## config.mk

```make
export PLATFORM = sky130hd
export DESIGN_NAME = best_fit_bin_allocator
export DESIGN_NICKNAME = d
export VERILOG_FILES = /design/src/bfba_pkg.sv /design/src/bfba_ram.sv /design/src/bfba_scan.sv /design/src/best_fit_bin_allocator.sv
export SDC_FILE = /design/constraint.sdc
export NUM_CORES = 1
export LEC_CHECK = 0
export BUFFER_PORTS_ARGS = -buffer_cell sky130_fd_sc_hd__buf_4
export CAP_MARGIN = 20
export CORE_MARGIN = 10
export CORE_UTILIZATION = 50
export DETAILED_ROUTE_END_ITERATION = 10
export PLACE_DENSITY = 0.64
export SYNTH_ARGS = -nofsm -noshare
export SYNTH_HDL_FRONTEND = slang
export SYNTH_SLANG_ARGS = --single-unit
```

## constraint.sdc

```tcl
create_clock -name clk -period 6.3 [get_ports clk]
set_input_delay 0.315 -clock clk [delete_from_list [all_inputs] [get_ports clk]]
set_output_delay 0.315 -clock clk [all_outputs]
set_load 0.005 [all_outputs]
```

## src/bfba_pkg.sv

```systemverilog
// Shared constants, types and status codes for the best-fit bin allocator.
package bfba_pkg;

	localparam int MAX_BINS  = 64;
	localparam int SIZE_BITS = 16;
	localparam int IDX_BITS  = $clog2(MAX_BINS);
	localparam int CNT_BITS  = $clog2(MAX_BINS + 1);

	localparam logic [CNT_BITS-1:0] MAX_CNT = CNT_BITS'(MAX_BINS);

	localparam logic [1:0] ST_PLACED   = 2'd0;
	localparam logic [1:0] ST_OVERSIZE = 2'd1;
	localparam logic [1:0] ST_FULL     = 2'd2;

	typedef struct packed {
		logic                 re;
		logic [IDX_BITS-1:0]  raddr;
		logic                 we;
		logic [IDX_BITS-1:0]  waddr;
		logic [SIZE_BITS-1:0] wdata;
	} ram_req_t;

	typedef struct packed {
		logic [IDX_BITS-1:0] bin_index;
		logic                opened_new;
		logic [CNT_BITS-1:0] bins_used;
		logic [1:0]          status;
		logic                set_done;
	} res_t;

endpackage

```

## src/bfba_ram.sv

```systemverilog
// Generic single-clock RAM with one write port and one registered read port.
module bfba_ram #(
	parameter int DEPTH = 64,
	parameter int WIDTH = 16
) (
	input  logic                     clk,
	input  logic                     we,
	input  logic [$clog2(DEPTH)-1:0] waddr,
	input  logic [WIDTH-1:0]         wdata,
	input  logic                     re,
	input  logic [$clog2(DEPTH)-1:0] raddr,
	output logic [WIDTH-1:0]         rdata
);

	logic [WIDTH-1:0] mem [DEPTH];

	always_ff @(posedge clk) begin
		if (we) begin
			mem[waddr] <= wdata;
		end
	end

	always_ff @(posedge clk) begin
		if (re) begin
			rdata <= mem[raddr];
		end
	end

endmodule

```

## src/bfba_scan.sv

```systemverilog
// Scan sequencer: reads every open bin, tracks the best fit, writes back the chosen bin.
module bfba_scan (
	input  logic                             clk,
	input  logic                             arst_n,
	input  logic                             in_valid,
	output logic                             in_ready,
	input  logic [bfba_pkg::SIZE_BITS-1:0]   in_size,
	input  logic                             in_last,
	input  logic [bfba_pkg::SIZE_BITS-1:0]   capacity,
	output bfba_pkg::ram_req_t               ram_req,
	input  logic [bfba_pkg::SIZE_BITS-1:0]   ram_rdata,
	output logic                             res_valid,
	input  logic                             res_ready,
	output bfba_pkg::res_t                   res
);

	localparam logic [2:0] S_IDLE   = 3'd0;
	localparam logic [2:0] S_SCAN   = 3'd1;
	localparam logic [2:0] S_DRAIN  = 3'd2;
	localparam logic [2:0] S_DECIDE = 3'd3;
	localparam logic [2:0] S_FINISH = 3'd4;

	logic [2:0]                         state_q;
	logic [bfba_pkg::CNT_BITS-1:0]      open_q;
	logic [bfba_pkg::CNT_BITS-1:0]      rd_idx_q;
	logic                               v_s1;
	logic [bfba_pkg::IDX_BITS-1:0]      idx_s1;
	logic                               found_q;
	logic [bfba_pkg::IDX_BITS-1:0]      best_idx_q;
	logic [bfba_pkg::SIZE_BITS-1:0]     best_left_q;
	logic [bfba_pkg::SIZE_BITS-1:0]     size_q;
	logic                               last_q;
	bfba_pkg::res_t                     res_q;

	logic                               fits;
	logic [bfba_pkg::SIZE_BITS-1:0]     left;
	logic                               take;
	logic                               room;
	logic [bfba_pkg::CNT_BITS-1:0]      new_cnt;
	logic [bfba_pkg::CNT_BITS-1:0]      rd_idx_nxt;

	assign in_ready  = (state_q == S_IDLE);
	assign res_valid = (state_q == S_FINISH);
	assign res       = res_q;

	// Compare stage works on the word read in the previous cycle.
	assign fits = (ram_rdata >= size_q);
	assign left = ram_rdata - size_q;
	assign take = v_s1 && fits && (!found_q || (left < best_left_q));

	assign room       = (open_q != bfba_pkg::MAX_CNT);
	assign new_cnt    = (!found_q && room) ? open_q + bfba_pkg::CNT_BITS'(1) : open_q;
	assign rd_idx_nxt = rd_idx_q + bfba_pkg::CNT_BITS'(1);

	always_comb begin
		ram_req.re    = (state_q == S_SCAN);
		ram_req.raddr = rd_idx_q[bfba_pkg::IDX_BITS-1:0];
		ram_req.we    = (state_q == S_DECIDE) && (found_q || room);
		ram_req.waddr = found_q ? best_idx_q : open_q[bfba_pkg::IDX_BITS-1:0];
		ram_req.wdata = found_q ? best_left_q : capacity - size_q;
	end

	always_ff @(posedge clk or negedge arst_n) begin
		if (!arst_n) begin
			state_q  <= S_IDLE;
			open_q   <= '0;
			rd_idx_q <= '0;
			v_s1     <= 1'b0;
			found_q  <= 1'b0;
		end else begin
			v_s1 <= (state_q == S_SCAN);
			if (take) begin
				found_q <= 1'b1;
			end
			case (state_q)
				S_IDLE: begin
					if (in_valid) begin
						found_q  <= 1'b0;
						rd_idx_q <= '0;
						if (in_size > capacity) begin
							state_q <= S_FINISH;
							if (in_last) begin
								open_q <= '0;
							end
						end else if (open_q == '0) begin
							state_q <= S_DECIDE;
						end else begin
							state_q <= S_SCAN;
						end
					end
				end
				S_SCAN: begin
					rd_idx_q <= rd_idx_nxt;
					if (rd_idx_nxt == open_q) begin
						state_q <= S_DRAIN;
					end
				end
				S_DRAIN: begin
					state_q <= S_DECIDE;
				end
				S_DECIDE: begin
					open_q  <= last_q ? '0 : new_cnt;
					state_q <= S_FINISH;
				end
				S_FINISH: begin
					if (res_ready) begin
						state_q <= S_IDLE;
					end
				end
				default: begin
					state_q <= S_IDLE;
				end
			endcase
		end
	end

	always_ff @(posedge clk) begin
		idx_s1 <= rd_idx_q[bfba_pkg::IDX_BITS-1:0];
		if (take) begin
			best_idx_q  <= idx_s1;
			best_left_q <= left;
		end
		if (in_valid && in_ready) begin
			size_q <= in_size;
			last_q <= in_last;
			res_q  <= '{bin_index: '0, opened_new: 1'b0, bins_used: open_q,
				status: bfba_pkg::ST_OVERSIZE, set_done: in_last};
		end
		if (state_q == S_DECIDE) begin
			res_q.bins_used <= new_cnt;
			if (found_q) begin
				res_q.bin_index  <= best_idx_q;
				res_q.opened_new <= 1'b0;
				res_q.status     <= bfba_pkg::ST_PLACED;
			end else if (room) begin
				res_q.bin_index  <= open_q[bfba_pkg::IDX_BITS-1:0];
				res_q.opened_new <= 1'b1;
				res_q.status     <= bfba_pkg::ST_PLACED;
			end else begin
				res_q.bin_index  <= '0;
				res_q.opened_new <= 1'b0;
				res_q.status     <= bfba_pkg::ST_FULL;
			end
		end
	end

endmodule

```

## src/best_fit_bin_allocator.sv

```systemverilog
// Top level of the best-fit bin allocator: ports, capacity register, bin memory, output register.
// An accepted word passes through the scan states SCAN, DRAIN, DECIDE and FINISH and then the output
// register; with no open bin it skips SCAN and DRAIN, and an oversized item goes straight to FINISH.
// A new item is taken only after the previous one has left FINISH; the bin memory is read one
// entry per cycle by the scan.
// Reset (arst_n low, asynchronous) closes all bins and sets the capacity to 65535.
module best_fit_bin_allocator (
	input  logic        clk,
	input  logic        arst_n,
	// Input items.
	input  logic        s_tvalid,
	output logic        s_tready,
	input  logic [15:0] s_tdata,   // [15:0] item_size
	input  logic        s_tlast,   // last_item
	// Results.
	output logic        m_tvalid,
	input  logic        m_tready,
	output logic [15:0] m_tdata,   // [5:0] bin_index, [6] opened_new, [13:7] bins_used,
	                               // [15:14] status
	output logic        m_tlast,   // set_done
	// Capacity register write channel.
	input  logic        cfg_valid,
	output logic        cfg_ready,
	input  logic [15:0] cfg_data
);

	logic [bfba_pkg::SIZE_BITS-1:0] cap_q;
	bfba_pkg::ram_req_t             ram_req;
	logic [bfba_pkg::SIZE_BITS-1:0] ram_rdata;
	logic                           res_valid;
	logic                           res_ready;
	bfba_pkg::res_t                 res;
	logic                           m_tvalid_q;
	bfba_pkg::res_t                 out_q;

	// The capacity register is always writable; the user must change configuration only while idle.
	// The block does not enforce this, and a new value affects only bins opened afterwards.
	assign cfg_ready = 1'b1;

	always_ff @(posedge clk or negedge arst_n) begin
		if (!arst_n) begin
			cap_q <= 16'hFFFF;
		end else if (cfg_valid && cfg_ready) begin
			cap_q <= cfg_data;
		end
	end

	// Remaining space of each bin. Entries above the open-bin count are never read, so the memory
	// needs neither clearing nor valid bits.
	bfba_ram #(
		.DEPTH(bfba_pkg::MAX_BINS),
		.WIDTH(bfba_pkg::SIZE_BITS)
	) u_ram (
		.clk  (clk),
		.we   (ram_req.we),
		.waddr(ram_req.waddr),
		.wdata(ram_req.wdata),
		.re   (ram_req.re),
		.raddr(ram_req.raddr),
		.rdata(ram_rdata)
	);

	// The scan sequencer takes a word only while no other item is in flight, and the write-back
	// happens before the next item can begin its reads, so reads never overlap a pending write.
	bfba_scan u_scan (
		.clk      (clk),
		.arst_n   (arst_n),
		.in_valid (s_tvalid),
		.in_ready (s_tready),
		.in_size  (s_tdata),
		.in_last  (s_tlast),
		.capacity (cap_q),
		.ram_req  (ram_req),
		.ram_rdata(ram_rdata),
		.res_valid(res_valid),
		.res_ready(res_ready),
		.res      (res)
	);

	// Output register. It decouples the master side, so the next item can be accepted and scanned
	// while the previous result still waits for m_tready.
	assign res_ready = !m_tvalid_q || m_tready;

	always_ff @(posedge clk or negedge arst_n) begin
		if (!arst_n) begin
			m_tvalid_q <= 1'b0;
		end else if (res_ready) begin
			m_tvalid_q <= res_valid;
		end
	end

	always_ff @(posedge clk) begin
		if (res_valid && res_ready) begin
			out_q <= res;
		end
	end

	assign m_tvalid = m_tvalid_q;
	assign m_tdata  = {out_q.status, out_q.bins_used, out_q.opened_new, out_q.bin_index};
	assign m_tlast  = out_q.set_done;

endmodule

```

Yosys cells after proc, flatten, opt, wreduce, memory -nomap -nowiden
Memory sizes are Yosys's and may differ from the RTL's. A register that Yosys moved wholly into a read port is not among the register bits. Index checks and enable logic that the tools add are counted.

Logic and storage cells: 86. Output and inout port bits: 20. Bits in latches: 0. Register bits after elaboration: 114. Bits in read-only memories: 0. Memories: 1. Bits in writable memories: 1024. Bits of input ports: 38.

Shifts and indexed selects: 0. Add/sub/neg operators: 4. Magnitude comparators: 3. Eq/ne operators: 11. Multiplexer cells: 27. Reductions and logical operators: 19. Divide/modulo/power cells: 0. Bitwise gates (word level): 0. $mul: 0.

Memory list: u_ram.mem (depth 64, width 16, read ports 1, clocked after Yosys merged registers in 1, wr ports 1, line bfba_ram.sv:15) `logic [WIDTH-1:0] mem [DEPTH];`.

Operators with widths (count): two-way mux 7 bit (8); two-way mux 16 bit (2); subtractor 16 bit (2); one-hot mux 7 bit (2 select lines) (2); two-way mux 17 bit (1); greater-or-equal comparator 16 bit (1); greater-than comparator 16 bit (1); less-than comparator 16 bit (1); one-hot mux 3 bit (5 select lines) (1); adder 7 x 1 -> 7 bit, second input constant (2); two-way mux 3 bit (4); == test 7 bit (1); zero test 7 bit (1); inequality test 7 bit, second input constant (1); == test 3 x 2 -> 1 bit, second input constant (2); logical AND 1 bit (6); two-way mux 2 bit (3); two-way mux 6 bit (1); inequality test 2 bit, second input constant (3); nonzero test 2 bit (3); two-way mux 1 bit (5); inequality test 2 x 1 -> 1 bit, second input constant (2); AND reduction 4 bit (1); == test 3 x 1 -> 1 bit, second input constant (1); other kinds (6) (9).

Depth between registers and ports, before layout
Depth in word-level cells: 7. Mapped depth: 15. Depth with buffers taken out: 15.

By module
Synthesis repeated with hierarchy kept, for this count alone.

Cell total of the unflattened synthesis: 2489. Area, all modules: 47113.9 um^2.

By module, submodules not included: bfba_ram (cells an instance 1829, times used 1, seq. area each 31230.0 um^2, area an instance 40202.3 um^2); bfba_scan (cells an instance 603, times used 1, seq. area each 2247.2 um^2, area an instance 5676.7 um^2); best_fit_bin_allocator (cells an instance 57, times used 1, seq. area each 955.9 um^2, area an instance 1234.9 um^2).

Worst setup path before layout
No wires, ideal clock.

Path kind: reg-to-reg. Start point: register cap_q[0] in the netlist's numbering. End point: memory u_ram.mem[0][8] (data pin). Data arrival time: 4556 ps. Setup time: 719 ps. Cell stages (with the launch flop): 10. Path slack: 1026 ps. Clock period less this slack: 5274 ps. Path buffers: 0. Cells stage by stage: dfstp_2 inv_1 ha_1 fa_1 nor2b_1 o31a_1 o21ai_0 a211oi_1 nor3_1 o31ai_1.

RTL lines: start: declaration (line best_fit_bin_allocator.sv:27) `logic [bfba_pkg::SIZE_BITS-1:0] cap_q;`; start signal: assignment (line best_fit_bin_allocator.sv:44) `cap_q <= cfg_data;`; end: declaration (line bfba_ram.sv:15).

Worst setup path after layout
Start point: register u_scan.size_q[1] in the netlist's numbering. End point: register u_scan.best_left_q[0] in the netlist's numbering, enable pin.

Longest elaborated chain between the ends: 4. Elaborated cells on any way between the ends: 6. Those cells by class: add/sub: 1; order compare: 2; reduce/logical: 3.

Ends and longest elaborated chain: start: declaration (line bfba_scan.sv:31) `logic [bfba_pkg::SIZE_BITS-1:0] size_q;`; start signal: assignment (line bfba_scan.sv:124) `size_q <= in_size;`; subtractor 16 bit (line bfba_scan.sv:48) `assign left = ram_rdata - size_q;`; via u_scan.left, one bit (line bfba_scan.sv:36) `logic [bfba_pkg::SIZE_BITS-1:0] left;`; less-than comparator 16 bit (line bfba_scan.sv:49) `assign take = v_s1 && fits && (!found_q || (left < best_left_q));`; logical OR 1 bit (line bfba_scan.sv:49); logical AND 1 bit (line bfba_scan.sv:49); via u_scan.take (line bfba_scan.sv:37) `logic take;`; end signal: assignment (line bfba_scan.sv:121) `best_left_q <= left;`; end: declaration (line bfba_scan.sv:30) `logic [bfba_pkg::SIZE_BITS-1:0] best_left_q;`.

The timed path passes the listed nets, and every way through them passes these cells. A chain may end at the register's enable or synchronous reset.

==> flow_summary.ini <==
[worst_setup_path]
worstPathArrival_ns = 4.63
rr_startpoint = u_scan.size_q[1]
r2r-end = u_scan.best_left_q[0]
path_buf_inv = 1
rr_worst_depth = 13
critPathTopFamily = compound AO/OA/AOI/OAI gates
worstSetupPathType = register to register
slowest_stage = o211a_1
rrSetupSlack_ns = 1.98
path_depth = 13
cp_cell_sequence = inv_1 > ha_1 > nor2b_1 > o31ai_1 > a31oi_1 > a211oi_1 > o21bai_1 > xor2_1 > ha_1 > a21oi_1 > o221ai_1 > a41oi_1 > o211a_1
critPathMaxStageDelay_ns = 0.80
critPathCaptureType = register
path_common_cell = ha_1
crit_fanout = 22
required_ns = 6.61
critPathLaunchType = register

[timing]
min_period_over_period = 0.6850
grt_setup_unrepaired = false
tns_ns = 0
max_freq_ghz = 0.2317
maxSlewHeadroom = 0.2479
worstMarginPinSlew_ns = 1.128
fin_crit_ns = 4.315
finalSetupViolations = 0
holdWs_ns = 0.05150
slew_viol_final = 0
fin_skew_ns = 0.02962
hold_viol = 0

[logic_synthesis]
synth_area_leaders = edfxtp_1 71%, mux4_2 10%, mux2i_1 3.3%, ha_1 1.7%, nor2_1 1.2%
synth.top_cell.area_share = 0.7113
synth-compound-area-share = 0.05381
synth_fa_ha_area_frac = 0.01818
synth_area_sq_mm = 0.04694
yosys_warnings = 0
async_reset_ff_frac = 0.03120
synth_top_area_cell = edfxtp_1
synth_commonest_cells = 1112 x edfxtp_1, 210 x mux4_2, 155 x mux2i_1
yosysSeqAreaShare = 0.7335
ys_seq_elements = 1154
yosys_most_used_dff = edfxtp_1
synthSimpleGateAreaFrac = 0.03572
ys_types = 68
synth_most_common_cell = edfxtp_1
muxShareOfSynthArea = 0.1340
synth_edf_count = 1112
synth_top_family_by_area = multiplexers
avgSynthCellArea_sq_um = 18.37
syn_inst = 2556
synth_xor_area_frac = 0.005037
syn_nets = 2661

[routing]
vias = 25150
wl_met2_um = 57170
drt_iter0_markers = 2587
wl_met1_um = 46990
wl_um = 116800
ant_nets = 0
top_layer_used = met5
post_drt_wl_per_cell_um = 28.36
via_per_inst = 6.108
drc = 0
first_pass_iters = 7
met3_length_um = 8906

[global_routing]
antenna_found_initial = 8
grt_max_degree = 130
grt_overflow = 0
grt.total_usage = 0.2167
grt_pass1_wl_um = 171800
grt_pass1_vias = 25150

[floorplanning]
num_rows = 112
initial_core_util = 0.5037
coreArea_sq_mm = 0.09319
die_y_um = 326.4
fp.dieArea_sq_mm = 0.1065
die_x_um = 326.4
io_pins = 58

[clock_tree]
ctsHtreeMaxLevel = 3
cts_sinks = 1154
clk_path_buf_depth = 3
cts_tree = yes
numCtsBuffers = 113
cts_resized = 0
clk_pin_slew_ns = 0.07
insertion_delay_ns = 0.70
clockRootBuffer = clkbuf_16

[cells_and_area]
multi_input_area_sq_mm = 0.01177
layout-drive-gt1-share = 0.2016
seq_area_sq_mm = 0.03445
area_growth_pct = 14.29
fin_nets = 2872
fillCellCount = 6875

[pwr]
swShare = 0.3236
p_sw_w = 0.007963
combPwrFrac = 0.294
seqPwrFrac = 0.430
clockPowerShare = 0.275
cellPowerDensity_mw_per_mm2 = 458.7
ir_drop_uv = 433.9
p_int_w = 0.01664
leakage_nw = 17.60

[status]
status = finished clean

[placed_design]
dp_hpwl_um = 70050
routabilityCongestion = 0.9079
port_buffers = 56

[worst_hold_path]
whs_path_depth = 2
min_path_type = input port to register
whs_endpoint = cap_q[7]
hold_path.startpoint = cfg_valid

[job]
cap_violations = 0
## placed cells by master (no fill, tap or decap), drive strengths merged, types with 11 or more instances in the layout
master / instances
nand2: 98
or4: 12
nor2: 149
dfstp: 16
mux2i: 155
mux4: 210
a22o: 14
nor3: 14
xnor2: 17
inv: 69
o21ai: 75
dlygate4sd3: 62
ha: 65
o31ai: 13
a22oi: 65
o32ai: 12
edfxtp: 1112
o22ai: 13
dfrtp: 20
nand3: 27
a21oi: 76
a31oi: 15
clkbuf: 144
o21a: 12
a211oi: 22
a221oi: 12
clkinv: 45
nand2b: 11
nor2b: 14
bufinv: 15
buf: 160
## timing repair
action	CTS	global route
buffers inserted	0	0
endpoints found under the setup margin	0	0
hold endpoints to repair	71	0
hold buffers	62	0
## routing by layer
layer,global-route usage,vias up
met5,0,-
met4,0.06979,2
met3,0.04320,194
met2,0.3532,1018
met1,0.2924,13150
li1,-,10790
## worst reg2reg max path, stage by stage, from the launching register on
cell      delay (ns)
edfxtp_1        0.42
inv_1           0.17
ha_1            0.27
nor2b_1         0.15
o31ai_1         0.39
a31oi_1         0.26
a211oi_1        0.29
o21bai_1        0.11
xor2_1          0.20
ha_1            0.30
a21oi_1         0.19
o221ai_1        0.14
a41oi_1         0.22
o211a_1         0.80
## flip-flops by register name, summed over array words and instances, names as in the netlist, 16 cells and up
name and flops:
u_scan.size_q 16, cap_q 16, u_scan.res 17, u_scan.best_left_q 16
u_ram.rdata 16, m_tdata 16, u_ram.mem 1024
## power groups by stage
stage	Clock [W]	Combinational (W)	Sequential, W
floorplan	0	0.00473	0.0106
global placement	0	0.00704	0.0107
detailed placement	0	0.00724	0.0107
CTS	0.00690	0.00730	0.0106
global route	0.00720	0.00779	0.0106
finish	0.00678	0.00725	0.0106
## through the flow
| step | util | worst slack [ns] | std cells | power [W] | cell area, sq um |
|---|---|---|---|---|---|
| floorplan | - | 1.026 | 2556 | 0.01531 | 46940 |
| global placement | 0.5291 | 2.176 | 3844 | 0.01776 | 49310 |
| detailed placement | 0.5291 | 2.092 | 3844 | 0.01798 | 49310 |
| CTS | 0.5757 | 2.046 | 4116 | 0.02477 | 53650 |
| global route | 0.5757 | 1.726 | 4116 | 0.02561 | 53650 |
| finish | 0.5757 | 1.985 | 4117 | 0.02461 | 53650 |
## cells by family (layout without fill, tap and decap cells)
logic type | count (synthesis) | after routing
compound gates | 377 | 377
xor+xnor | 27 | 27
fa+ha+maj | 67 | 67
buf+inv | 195 | 501
flops | 1154 | 1154
mux | 366 | 366
other cells | 1 | 2
simple gates | 369 | 369
## layout make-up
| class | instances | area share |
|---|---|---|
| flip-flops and latches | 1154 | 0.6420 |
| multi-input cells | 1207 | 0.2194 |
| clock buffers | 144 | 0.05567 |
| repair buffers | 222 | 0.03512 |
| well taps | 1254 | 0.02924 |
| clock inverters | 66 | 0.01362 |
| inverters | 69 | 0.004828 |
| diodes | 1 | 0.00004664 |
## worst max path at each step
stage	start	to	slack [ns]
5_1_grt	u_scan.size_q[1]	u_scan.best_idx_q[0]	1.73
4_1_cts	u_scan.size_q[1]	u_scan.best_idx_q[4]	2.05
3_3_place_gp	u_ram.rdata[0]	u_scan.best_left_q[4]	2.18
6_report	u_scan.size_q[1]	u_scan.best_left_q[0]	1.98
2_1_floorplan	cap_q[0]	u_ram.mem[0][8]	1.03
3_5_place_dp	u_scan.size_q[1]	u_scan.best_left_q[4]	2.09
(Power assumes the default switching activity.)
